$ cat config.mk
export PLATFORM = sky130hd
export DESIGN_NAME = lru_recency_list
export DESIGN_NICKNAME = d
export VERILOG_FILES = /design/src/sv/lrl_pkg.sv /design/src/sv/lrl_cell.sv /design/src/sv/lru_recency_list.sv
export VERILOG_INCLUDE_DIRS = /design/src /design/src/sv
export SDC_FILE = /design/constraint.sdc
export NUM_CORES = 1
export LEC_CHECK = 0
export ABC_AREA = 1
export BUFFER_PORTS_ARGS = -buffer_cell sky130_fd_sc_hd__buf_2
export CORE_UTILIZATION = 63
export DETAILED_ROUTE_END_ITERATION = 6
export GPL_TIMING_DRIVEN = 1
export PLACE_DENSITY_LB_ADDON = 0.25
export SETUP_SLACK_MARGIN = 0.3
export SKIP_LAST_GASP = 1
export SYNTH_ARGS = -nofsm -noshare
export SYNTH_HDL_FRONTEND = slang
export SYNTH_SLANG_ARGS = --single-unit
export TNS_END_PERCENT = 20
$ cat constraint.sdc
create_clock -name clk_i -period 3.7 [get_ports clk_i]
set_input_delay 0.74 -clock clk_i [delete_from_list [all_inputs] [get_ports clk_i]]
set_output_delay 0.74 -clock clk_i [all_outputs]
set_load 0.1 [all_outputs]
$ cat src/sv/assert_macros.svh
// Assertion macros used by the recency list RTL.
`ifndef ASSERT_MACROS_SVH
`define ASSERT_MACROS_SVH

// Clocked property, disabled while reset is asserted (active low reset).
`define ASSERT_CLK(label, clk, rst_n, prop) \
  label: assert property (@(posedge clk) disable iff (!(rst_n)) (prop)) \
    else $error("assertion failed");

// Clocked property, checked during reset too.
`define ASSERT_ALWAYS(label, clk, prop) \
  label: assert property (@(posedge clk) (prop)) \
    else $error("assertion failed");

`endif

$ cat src/sv/lrl_pkg.sv
// Package for the LRU recency list: sizes, action codes and cell command type.
package lrl_pkg;

  localparam int unsigned DEPTH = 16;
  localparam int unsigned IDX_W = $clog2(DEPTH);
  localparam int unsigned CNT_W = $clog2(DEPTH + 1);
  localparam int unsigned KEY_W = 8;

  typedef enum logic [1:0] {
    ACT_ADD  = 2'd0,
    ACT_BUMP = 2'd1,
    ACT_DEL  = 2'd2
  } action_e;

  // Command broadcast to every cell in the row
  typedef struct packed {
    logic             push;   // shift every cell one place towards the tail
    logic             bump;   // shift cells up to and including the first hit
    logic             del;    // close the gap from the first hit to the tail
    logic [KEY_W-1:0] key;    // search key
  } cell_cmd_t;

endpackage

$ cat src/sv/lrl_cell.sv
// One position of the recency list: key register, match and shift selection.
module lrl_cell (
  input  logic                                clk_i,
  input  lrl_pkg::cell_cmd_t                  cmd_i,
  input  logic                                occ_i,       // position holds a key
  input  logic [lrl_pkg::KEY_W-1:0]           left_key_i,  // neighbour towards the head
  input  logic [lrl_pkg::KEY_W-1:0]           right_key_i, // neighbour towards the tail
  input  logic                                seen_i,      // hit in a cell nearer the head
  output logic [lrl_pkg::KEY_W-1:0]           key_o,
  output logic                                seen_o
);

  logic [lrl_pkg::KEY_W-1:0] key_q, key_d;

  // first-match ripple along the row
  assign seen_o = seen_i | (occ_i & (key_q == cmd_i.key));

  // next key: take from the left on push/bump, from the right on delete
  always_comb begin
    key_d = key_q;
    if (cmd_i.push) begin
      key_d = left_key_i;
    end else if (cmd_i.bump && !seen_i) begin
      key_d = left_key_i;
    end else if (cmd_i.del && seen_o) begin
      key_d = right_key_i;
    end
  end

  always_ff @(posedge clk_i) begin
    key_q <= key_d;
  end

  assign key_o = key_q;

endmodule

$ cat src/sv/lru_recency_list.sv
// LRU recency list top level: row of key cells, count, capacity and result register.
// Result: registered, on m_axis in the cycle after the input transfer.
// Throughput: one transfer per cycle unless m_axis stalls; the first-match ripple
// through the DEPTH cells and the shift of the row both complete within that cycle.
// Reset: key count cleared and capacity set to DEPTH; key cells are not reset
// and need no clearing pass, so the block accepts input straight after reset.
`include "assert_macros.svh"

module lru_recency_list (
  input  logic        clk_i,
  input  logic        rst_ni,
  // configuration: capacity register
  input  logic        cfg_we_i,
  input  logic [4:0]  cfg_wdata_i,
  // input stream
  input  logic        s_axis_tvalid,
  output logic        s_axis_tready,
  input  logic [7:0]  s_axis_tdata,   // [7:0] key
  input  logic [1:0]  s_axis_tuser,   // [1:0] action
  // result stream
  output logic        m_axis_tvalid,
  input  logic        m_axis_tready,
  output logic [15:0] m_axis_tdata    // [0] accepted, [1] found, [2] evicted_valid,
                                      // [10:3] evicted_key, [15:11] occupancy
);

  localparam int unsigned N = lrl_pkg::DEPTH;

  logic [lrl_pkg::CNT_W-1:0] count_q, count_d;
  logic [lrl_pkg::CNT_W-1:0] cap_q;
  logic [lrl_pkg::CNT_W-1:0] cnt_m1;
  logic [lrl_pkg::IDX_W-1:0] tail_idx;

  logic [N-1:0]              occ;
  logic [N:0]                seen;
  logic [lrl_pkg::KEY_W-1:0] keys [N];

  lrl_pkg::cell_cmd_t cmd;
  lrl_pkg::action_e   action;
  logic               s_fire;
  logic               found;
  logic               is_add, add_ok, evict;

  // result register
  logic                      res_valid_q;
  logic                      res_acc_q, res_found_q, res_ev_q;
  logic [lrl_pkg::KEY_W-1:0] res_ev_key_q;
  logic [lrl_pkg::CNT_W-1:0] res_occ_q;

  assign s_axis_tready = !res_valid_q || m_axis_tready;
  assign s_fire        = s_axis_tvalid && s_axis_tready;
  assign action        = lrl_pkg::action_e'(s_axis_tuser);

  // decode
  assign is_add = s_fire && (action == lrl_pkg::ACT_ADD);
  assign add_ok = is_add && (cap_q != '0);
  assign evict  = add_ok && (count_q >= cap_q);
  assign found  = seen[N];

  assign cmd.push = add_ok;
  assign cmd.bump = s_fire && (action == lrl_pkg::ACT_BUMP) && found;
  assign cmd.del  = s_fire && (action == lrl_pkg::ACT_DEL) && found;
  assign cmd.key  = s_axis_tdata;

  // tail key for eviction
  assign cnt_m1   = count_q - lrl_pkg::CNT_W'(1);
  assign tail_idx = cnt_m1[lrl_pkg::IDX_W-1:0];

  // row of cells
  assign seen[0] = 1'b0;
  for (genvar i = 0; i < N; i++) begin : g_cell
    logic [lrl_pkg::KEY_W-1:0] left_key, right_key;
    assign occ[i]    = (lrl_pkg::CNT_W'(i) < count_q);
    assign left_key  = (i == 0) ? s_axis_tdata : keys[(i == 0) ? 0 : i - 1];
    assign right_key = (i == N - 1) ? keys[i] : keys[(i == N - 1) ? i : i + 1];

    lrl_cell u_cell (
      .clk_i       (clk_i),
      .cmd_i       (cmd),
      .occ_i       (occ[i]),
      .left_key_i  (left_key),
      .right_key_i (right_key),
      .seen_i      (seen[i]),
      .key_o       (keys[i]),
      .seen_o      (seen[i+1])
    );
  end

  // key count
  always_comb begin
    count_d = count_q;
    if (add_ok && !evict) begin
      count_d = count_q + lrl_pkg::CNT_W'(1);
    end else if (cmd.del) begin
      count_d = cnt_m1;
    end
  end

  // control and capacity registers
  always_ff @(posedge clk_i or negedge rst_ni) begin
    if (!rst_ni) begin
      count_q     <= '0;
      cap_q       <= lrl_pkg::CNT_W'(lrl_pkg::DEPTH);
      res_valid_q <= 1'b0;
    end else begin
      count_q <= count_d;
      if (cfg_we_i) begin
        if (lrl_pkg::CNT_W'(cfg_wdata_i) > lrl_pkg::CNT_W'(lrl_pkg::DEPTH)) begin
          cap_q <= lrl_pkg::CNT_W'(lrl_pkg::DEPTH);
        end else begin
          cap_q <= lrl_pkg::CNT_W'(cfg_wdata_i);
        end
      end
      if (s_fire) begin
        res_valid_q <= 1'b1;
      end else if (m_axis_tready) begin
        res_valid_q <= 1'b0;
      end
    end
  end

  // result payload
  always_ff @(posedge clk_i) begin
    if (s_fire) begin
      res_acc_q    <= add_ok;
      res_found_q  <= (cmd.bump || cmd.del);
      res_ev_q     <= evict;
      res_ev_key_q <= evict ? keys[tail_idx] : '0;
      res_occ_q    <= count_d;
    end
  end

  assign m_axis_tvalid = res_valid_q;
  assign m_axis_tdata  = {res_occ_q, res_ev_key_q, res_ev_q, res_found_q, res_acc_q};

  // checks
  `ASSERT_CLK(a_count_bound, clk_i, rst_ni, count_q <= lrl_pkg::CNT_W'(lrl_pkg::DEPTH))
  `ASSERT_CLK(a_fire_gives_result, clk_i, rst_ni, s_fire |=> m_axis_tvalid)
  `ASSERT_CLK(a_count_idle, clk_i, rst_ni, !s_fire |=> $stable(count_q))
  `ASSERT_CLK(a_evict_accepted, clk_i, rst_ni, (res_valid_q && res_ev_q) |-> res_acc_q)

endmodule

==> flow_metrics.py, run 1 <==
metrics = {
    "run_status": {
        "status": "finished with violations",
        "violations": "DRC",
    },
    "grt": {
        "grt_pass1_vias": 9167,
        "grt.overflow.total": 0,
        "track_usage_pct": 41.2,
        "grt_antenna_before_repair": 0,
        "grt_start_max_net_pins": 47,
        "grt_pass1_wl_um": 50500,
    },
    "timing": {
        "min_period_ns": 3.35,
        "fmax_mhz": 298,
        "fin_tns_setup_ns": 0,
        "fin_skew_ns": 0.0132,
        "fin_crit_sh_pct": 90.7,
        "finalMaxSlewViolations": 0,
        "slew_headroom_pct": 31.3,
        "finalSetupViolations": 0,
        "hold_viol_final": 0,
        "tightestPinTransition_ns": 1.02,
        "rsz0062_at_grt": "yes",
    },
    "die": {
        "die_width_um": 130,
        "core_um2": 15900,
        "io_pins": 38,
        "die_area_um2": 16900,
        "row_count": 46,
        "start_util_pct": 64.7,
        "die_h_um": 130,
    },
    "critical_path": {
        "crit_start": "count_q[4]",
        "cp-end-kind": "flip-flop",
        "arrival_ns": 3.49,
        "crit_type": "flip-flop to flip-flop",
        "critPathRequiredTime_ns": 3.83,
        "timing.rr.start": "count_q[4]",
        "startpoint_type": "flip-flop",
        "cp_max_fo": 8,
    },
    "synthesis": {
        "ys.flop_type": "edfxtp_1",
        "synth.distinct_cells": 44,
        "synth_simple_gate_area_share_pct": 31.6,
        "synth-compound-area-share_pct": 10.9,
        "synthMuxAreaShare_pct": 0,
        "synthCells": 1300,
        "ys_seq_elements": 155,
        "synthXorXnorAreaFrac_pct": 4.67,
        "synth_edf_count": 144,
        "synthAdderAreaFrac_pct": 0.970,
        "synth_area_um2": 10300,
        "synth_top_area_cell": "edfxtp_1",
        "yosysMostFrequentCell": "nand2_1",
        "yosysWarnings": 0,
        "async_reset_ff_share_pct": 7.10,
        "synth.avg_cell_area_um2": 7.93,
        "synth_top_area_share_pct": 41.9,
        "syn-num-nets": 1328,
        "ys_top_cells_by_area": "edfxtp_1 42%, nand2_1 15%, nand3_1 7.3%",
        "ys_seq_area_share_pct": 44.6,
        "synth_top_family_by_area": "simple AND/OR/NAND/NOR gates",
        "synth_commonest_cells": "414 x nand2_1, 150 x nand3_1, 144 x edfxtp_1",
    },
    "final_layout": {
        "insertedDiodeCount": 0,
        "multi_input_area_um2": 5020,
        "final_core_util_pct": 72.5,
        "drive_gt1_share_pct": 14.8,
        "fill_cells": 1207,
        "regArea_um2": 4610,
        "syn_to_final_growth_pct": 12.1,
        "nNetsFinal": 1383,
    },
    "cts": {
        "clk_pin_slew_ns": 0.07,
        "ctsRootBufferMaster": "clkbuf_16",
        "holdBufCountCts": 0,
        "clockBufferDepth": 2,
        "cts_tree": "yes",
        "clock_latency_ns": 0.44,
        "cts-buffers-inserted": 17,
        "h-tree-depth": 4,
        "cts_sinks": 155,
    },
    "drt": {
        "routed_wl_um": 34200,
        "drt_iter0_drc": 1937,
        "vias": 10159,
        "drtAntennaViolNets": 0,
        "wl_per_cell_um": 21.6,
        "drc": 3,
        "drt_pre_antenna_iters": 7,
        "post_drt_via_cell_ratio": 6.41,
    },
    "power_and_ir_drop": {
        "ir_drop_mv": 0.544,
        "seq_power_share_pct": 33.2,
        "internal_power_mw": 3.84,
        "leakagePower_nw": 5.04,
        "combPwrFrac_pct": 42.3,
        "p_per_area_nw_per_um2": 583,
        "switching_share_pct": 43.1,
        "p_switching_mw": 2.90,
        "p_clk_share_pct": 24.5,
    },
    "place": {
        "gp_congestion": 1.01,
        "io_buffers": 37,
        "place_hpwl_um": 24100,
    },
    "min_path": {
        "hp-class": "input pin to async pin",
    },
    "job": {
        "drv_cap": 0,
    },
}
## state kept, by name, summed over array words and instances (netlist names)
register,count
res_ev_q,1
res_ev_key_q,8
count_q,5
res_occ_q,5
cap_q,5
res_acc_q,1
m_axis_tvalid,1
res_found_q,1
g_cell.u_cell.key_o,128
## metrics by stage
step | setup WS, ns | instance area (um^2) | cells | hold WS, ns | power, mW
6_report | 0.345 | 11600 | 1584 | 0.169 | 6.74
2_1_floorplan | 0.228 | 10300 | 1300 | 0.444 | 4.07
3_5_place_dp | 0.0285 | 10800 | 1538 | 0.506 | 4.85
4_1_cts | 0.298 | 11400 | 1570 | 0.163 | 6.49
3_3_place_gp | 0.124 | 10800 | 1538 | 0.492 | 4.80
5_1_grt | 0.230 | 11600 | 1584 | 0.182 | 6.98
## cell families after synthesis
group / count (synthesis)
adder cells (fa/ha/maj): 8
XOR/XNOR: 55
flip-flops: 155
AO/OA/AOI/OAI: 196
AND/OR/NAND/NOR: 725
buffers and inverters: 161
## cell usage in the layout (no fill, tap or decap), drive strengths merged, types with 10 or more instances in the layout
cell type  Yosys  layout
dfrtp         10      10
o211ai        26      26
buf           43     101
nand3        153     153
xnor2         18      18
xor2          37      37
nor2          82      82
nand4         26      26
o22ai         10      10
nor4          11      11
nand2        430     430
or2           13      13
a21oi         50      50
o21ai         91      91
edfxtp       144     144
inv           93      97
clkbuf        24      20
## timing repair
| action | 4_1_cts | 5_1_grt |
|---|---|---|
| gates cloned | 0 | 1 |
| pin swaps | 0 | 2 |
| hold endpoints to repair | 0 | 0 |
| endpoints found under the setup margin | 14 | 200 |
| resized for setup | 1 | 18 |
| buffers inserted | 0 | 13 |
## cell type report
| class | count | area share (%) |
|---|---|---|
| clock buffers | 18 | 3.89 |
| clock inverters | 14 | 0.941 |
| inverters | 94 | 3.11 |
| multi-input cells | 984 | 43.4 |
| flip-flops and latches | 155 | 39.8 |
| well taps | 216 | 2.34 |
| repair buffers | 103 | 6.49 |
## power groups by stage
stage / logic (mW) / clock network [mW] / registers (mW)
floorplan: 1.75 / 0 / 2.32
global placement: 2.54 / 0 / 2.26
detailed placement: 2.59 / 0 / 2.26
CTS: 2.61 / 1.65 / 2.23
global route: 3.02 / 1.72 / 2.24
finish: 2.85 / 1.65 / 2.24
## worst max-delay path: stages (launching register included)
cell,delay [ns]
dfrtp_2,0.49
nor2_4,0.20
inv_2,0.09
nor2_1,0.13
nor2_1,0.08
nand3_2,0.12
nand4_4,0.14
nor2_4,0.16
nand4_4,0.14
nor2_4,0.20
nand4_4,0.14
nor2_4,0.16
nand4_4,0.12
nand2_2,0.17
clkinvlp_4,0.29
nand2_1,0.17
nand2_1,0.23
## layer usage
metal	share of wire [%]	GRT usage [%]
met2	43	62.0
met3	14	9.39
met5	0	0
met1	37	54.3
met4	5.2	25.4
## worst paths after layout
path                                         endpoint  slack [ns]  depth (start not counted)
max                        g_cell[11].u_cell.key_o[0]        0.35                         16
max reg2reg                g_cell[11].u_cell.key_o[0]        0.35                         16
min                                        count_q[1]        0.17                          1
min reg2reg                             m_axis_tvalid        0.52                          2
min in group clk_i                      m_axis_tvalid        0.52                          2
max in group asynchronous                    cap_q[4]        3.26                          1
(Power assumes the default switching activity.)
==> run 2: changes to the inputs <==
--- a/config.mk
+++ b/config.mk
@@ -8,8 +8,9 @@
 export LEC_CHECK = 0
 export ABC_AREA = 1
-export BUFFER_PORTS_ARGS = -buffer_cell sky130_fd_sc_hd__buf_2
-export CORE_UTILIZATION = 63
+export CORE_UTILIZATION = 65
 export DETAILED_ROUTE_END_ITERATION = 6
+export DONT_BUFFER_PORTS = 1
 export GPL_TIMING_DRIVEN = 1
+export HOLD_SLACK_MARGIN = 0.03
 export PLACE_DENSITY_LB_ADDON = 0.25
 export SETUP_SLACK_MARGIN = 0.3
==> constraint.sdc (replaced) <==
create_clock -name clk_i -period 3.7 [get_ports clk_i]
set_input_delay 0.37 -clock clk_i [delete_from_list [all_inputs] [get_ports clk_i]]
set_output_delay 0.37 -clock clk_i [all_outputs]
set_load 0.1 [all_outputs]
==> flow_metrics.py, run 2 (synthesis gave the netlist of run 1 again) <==
metrics = {
    "die": {
        "die_area_um2": 16400,
        "core_um2": 15400,
        "die_h_um": 128,
        "row_count": 45,
        "io_pins": 38,
        "die_width_um": 128,
        "start_util_pct": 67.1,
    },
    "cts": {
        "ctsRootBufferMaster": "clkbuf_16",
        "cts_tree": "yes",
        "cts-buffers-inserted": 17,
        "cts_sinks": 155,
        "h-tree-depth": 4,
        "clockBufferDepth": 2,
        "clk_pin_slew_ns": 0.06,
        "clock_latency_ns": 0.44,
    },
    "critical_path": {
        "worstSetupEndpoint": "g_cell[2].u_cell.key_o[6]",
        "cp_max_fo": 27,
        "startpoint_type": "flip-flop",
        "critPathRequiredTime_ns": 3.85,
        "cp-end-kind": "flip-flop",
        "crit_start": "count_q[3]",
        "timing.rr.start": "count_q[3]",
        "arrival_ns": 3.51,
        "r2r_slack_ns": 0.34,
        "crit_type": "flip-flop to flip-flop",
        "reg2reg_to": "g_cell[2].u_cell.key_o[6]",
        "reg2reg_depth": 17,
    },
    "drt": {
        "drtAntennaViolNets": 0,
        "post_drt_via_cell_ratio": 6.47,
        "routed_wl_um": 32600,
        "vias": 9813,
        "wl_per_cell_um": 21.5,
        "drt_pre_antenna_iters": 7,
        "drc": 17,
        "drt_iter0_drc": 1913,
    },
    "timing": {
        "hold_viol_final": 0,
        "min_period_ns": 3.36,
        "fmax_mhz": 298,
        "fin_crit_sh_pct": 90.7,
        "fin_skew_ns": 0.00987,
        "slew_headroom_pct": 35.4,
        "finalMaxSlewViolations": 0,
        "fin_tns_setup_ns": 0,
        "finalSetupViolations": 0,
        "tightestPinTransition_ns": 0.971,
        "hold_slack_ns": 0.0525,
        "rsz0062_at_grt": "yes",
    },
    "final_layout": {
        "insertedDiodeCount": 0,
        "largest_reg_flops": 128,
        "nNetsFinal": 1321,
        "syn_to_final_growth_pct": 8.96,
        "multi_input_area_um2": 5060,
        "mostFrequentLayoutCells": "402 x nand2_1, 150 x nand3_1, 144 x edfxtp_1",
        "fill_cells": 1149,
        "regArea_um2": 4610,
        "drive_gt1_share_pct": 10.8,
        "mostFrequentLayoutCell": "nand2_1",
    },
    "power_and_ir_drop": {
        "ir_drop_mv": 0.585,
        "p_per_area_nw_per_um2": 591,
        "leakagePower_nw": 4.81,
    },
    "grt": {
        "grt_pass1_vias": 8768,
        "grt_antenna_before_repair": 0,
        "grt_start_max_net_pins": 82,
        "grt_pass1_wl_um": 48700,
        "grt.overflow.total": 0,
        "track_usage_pct": 40.3,
    },
    "place": {
        "io_buffers": 0,
        "gp_congestion": 0.971,
        "place_hpwl_um": 22200,
    },
    "run_status": {
        "violations": "DRC",
        "status": "finished with violations",
    },
    "job": {
        "drv_cap": 0,
    },
    "min_path": {
        "hp-class": "input pin to flip-flop",
    },
}
==> run 2: cell types whose count changed in the layout (fill, tap and decap cells not counted), sizes merged, moves of 2 or more <==
cell         change
buf             -64
bufinv           +3
clkinvlp         -5
clkinv           +4
dlygate4sd3      +2
inv              -4
==> run 2: worst min path at each step <==
stage,startpoint,endpoint,slack (ns),cells after the start
final,cfg_we_i,cap_q[2],0.05,1
after CTS,cfg_we_i,cap_q[3],0.03,1
after global placement,rst_ni,cap_q[0],0.07,0
after global routing,cfg_we_i,cap_q[1],0.05,1
after floorplan,rst_ni,cap_q[0],0.07,0
after detailed placement,rst_ni,cap_q[0],0.07,0
==> run 2: cell type report <==
type	count	area share (%)
flip-flops and latches	155	41.0
inverters	94	3.17
multi-input cells	985	45.0
repair buffers	40	3.26
clock buffers	20	3.89
well taps	211	2.35
clock inverters	12	1.34
==> run 2: metrics by stage <==
stage,setup slack (ns),std cells,total power [mW],area [um^2],utilization (%)
after global routing,0.187,1517,6.91,11200,73.1
after detailed placement,0.161,1473,4.73,10400,67.7
final,0.344,1517,6.65,11200,73.1
after CTS,0.206,1506,6.48,11000,71.6
after floorplan,0.374,1300,4.07,10300,-
after global placement,0.255,1473,4.70,10400,67.7
==> run 2: worst max-delay path: stages, from the launching register on <==
cell     delay [ns]
dfrtp_2        0.46
nor2_4         0.18
inv_2          0.10
o21ai_1        0.15
inv_1          0.06
nand3_2        0.11
nand4_4        0.15
nor2_4         0.20
nand4_4        0.14
nor2_4         0.17
nand4_4        0.13
nor2_4         0.21
nand4_4        0.17
nand2_4        0.15
nand2_8        0.14
buf_8          0.25
nand2_4        0.12
nand2_2        0.17
==> run 2: what timing repair did <==
action | in CTS | in global routing
gates cloned | 0 | 2
gates resized for setup | 4 | 32
endpoints found under the setup margin | 96 | 235
setup buffers | 0 | 8
endpoints found under the hold margin | 11 | 1
hold buffers | 1 | 1
pin swaps | 0 | 3
==> run 2: metal layers <==
metal / GRT usage, % / part of all wire (%)
met1: 55.9 / 38
met2: 59.5 / 43
met3: 9.97 / 15
met4: 19.3 / 4.9
met5: 0 / 0
==> run 2: where the power goes <==
| group | switching [mW] | leakage (nW) | internal, mW |
|---|---|---|---|
| Clock | 0.712 | 0.282 | 1.06 |
| Sequential | 0.289 | 1.46 | 2.06 |
| Combinational | 1.75 | 3.07 | 0.770 |
| Total | 2.75 | 4.81 | 3.89 |
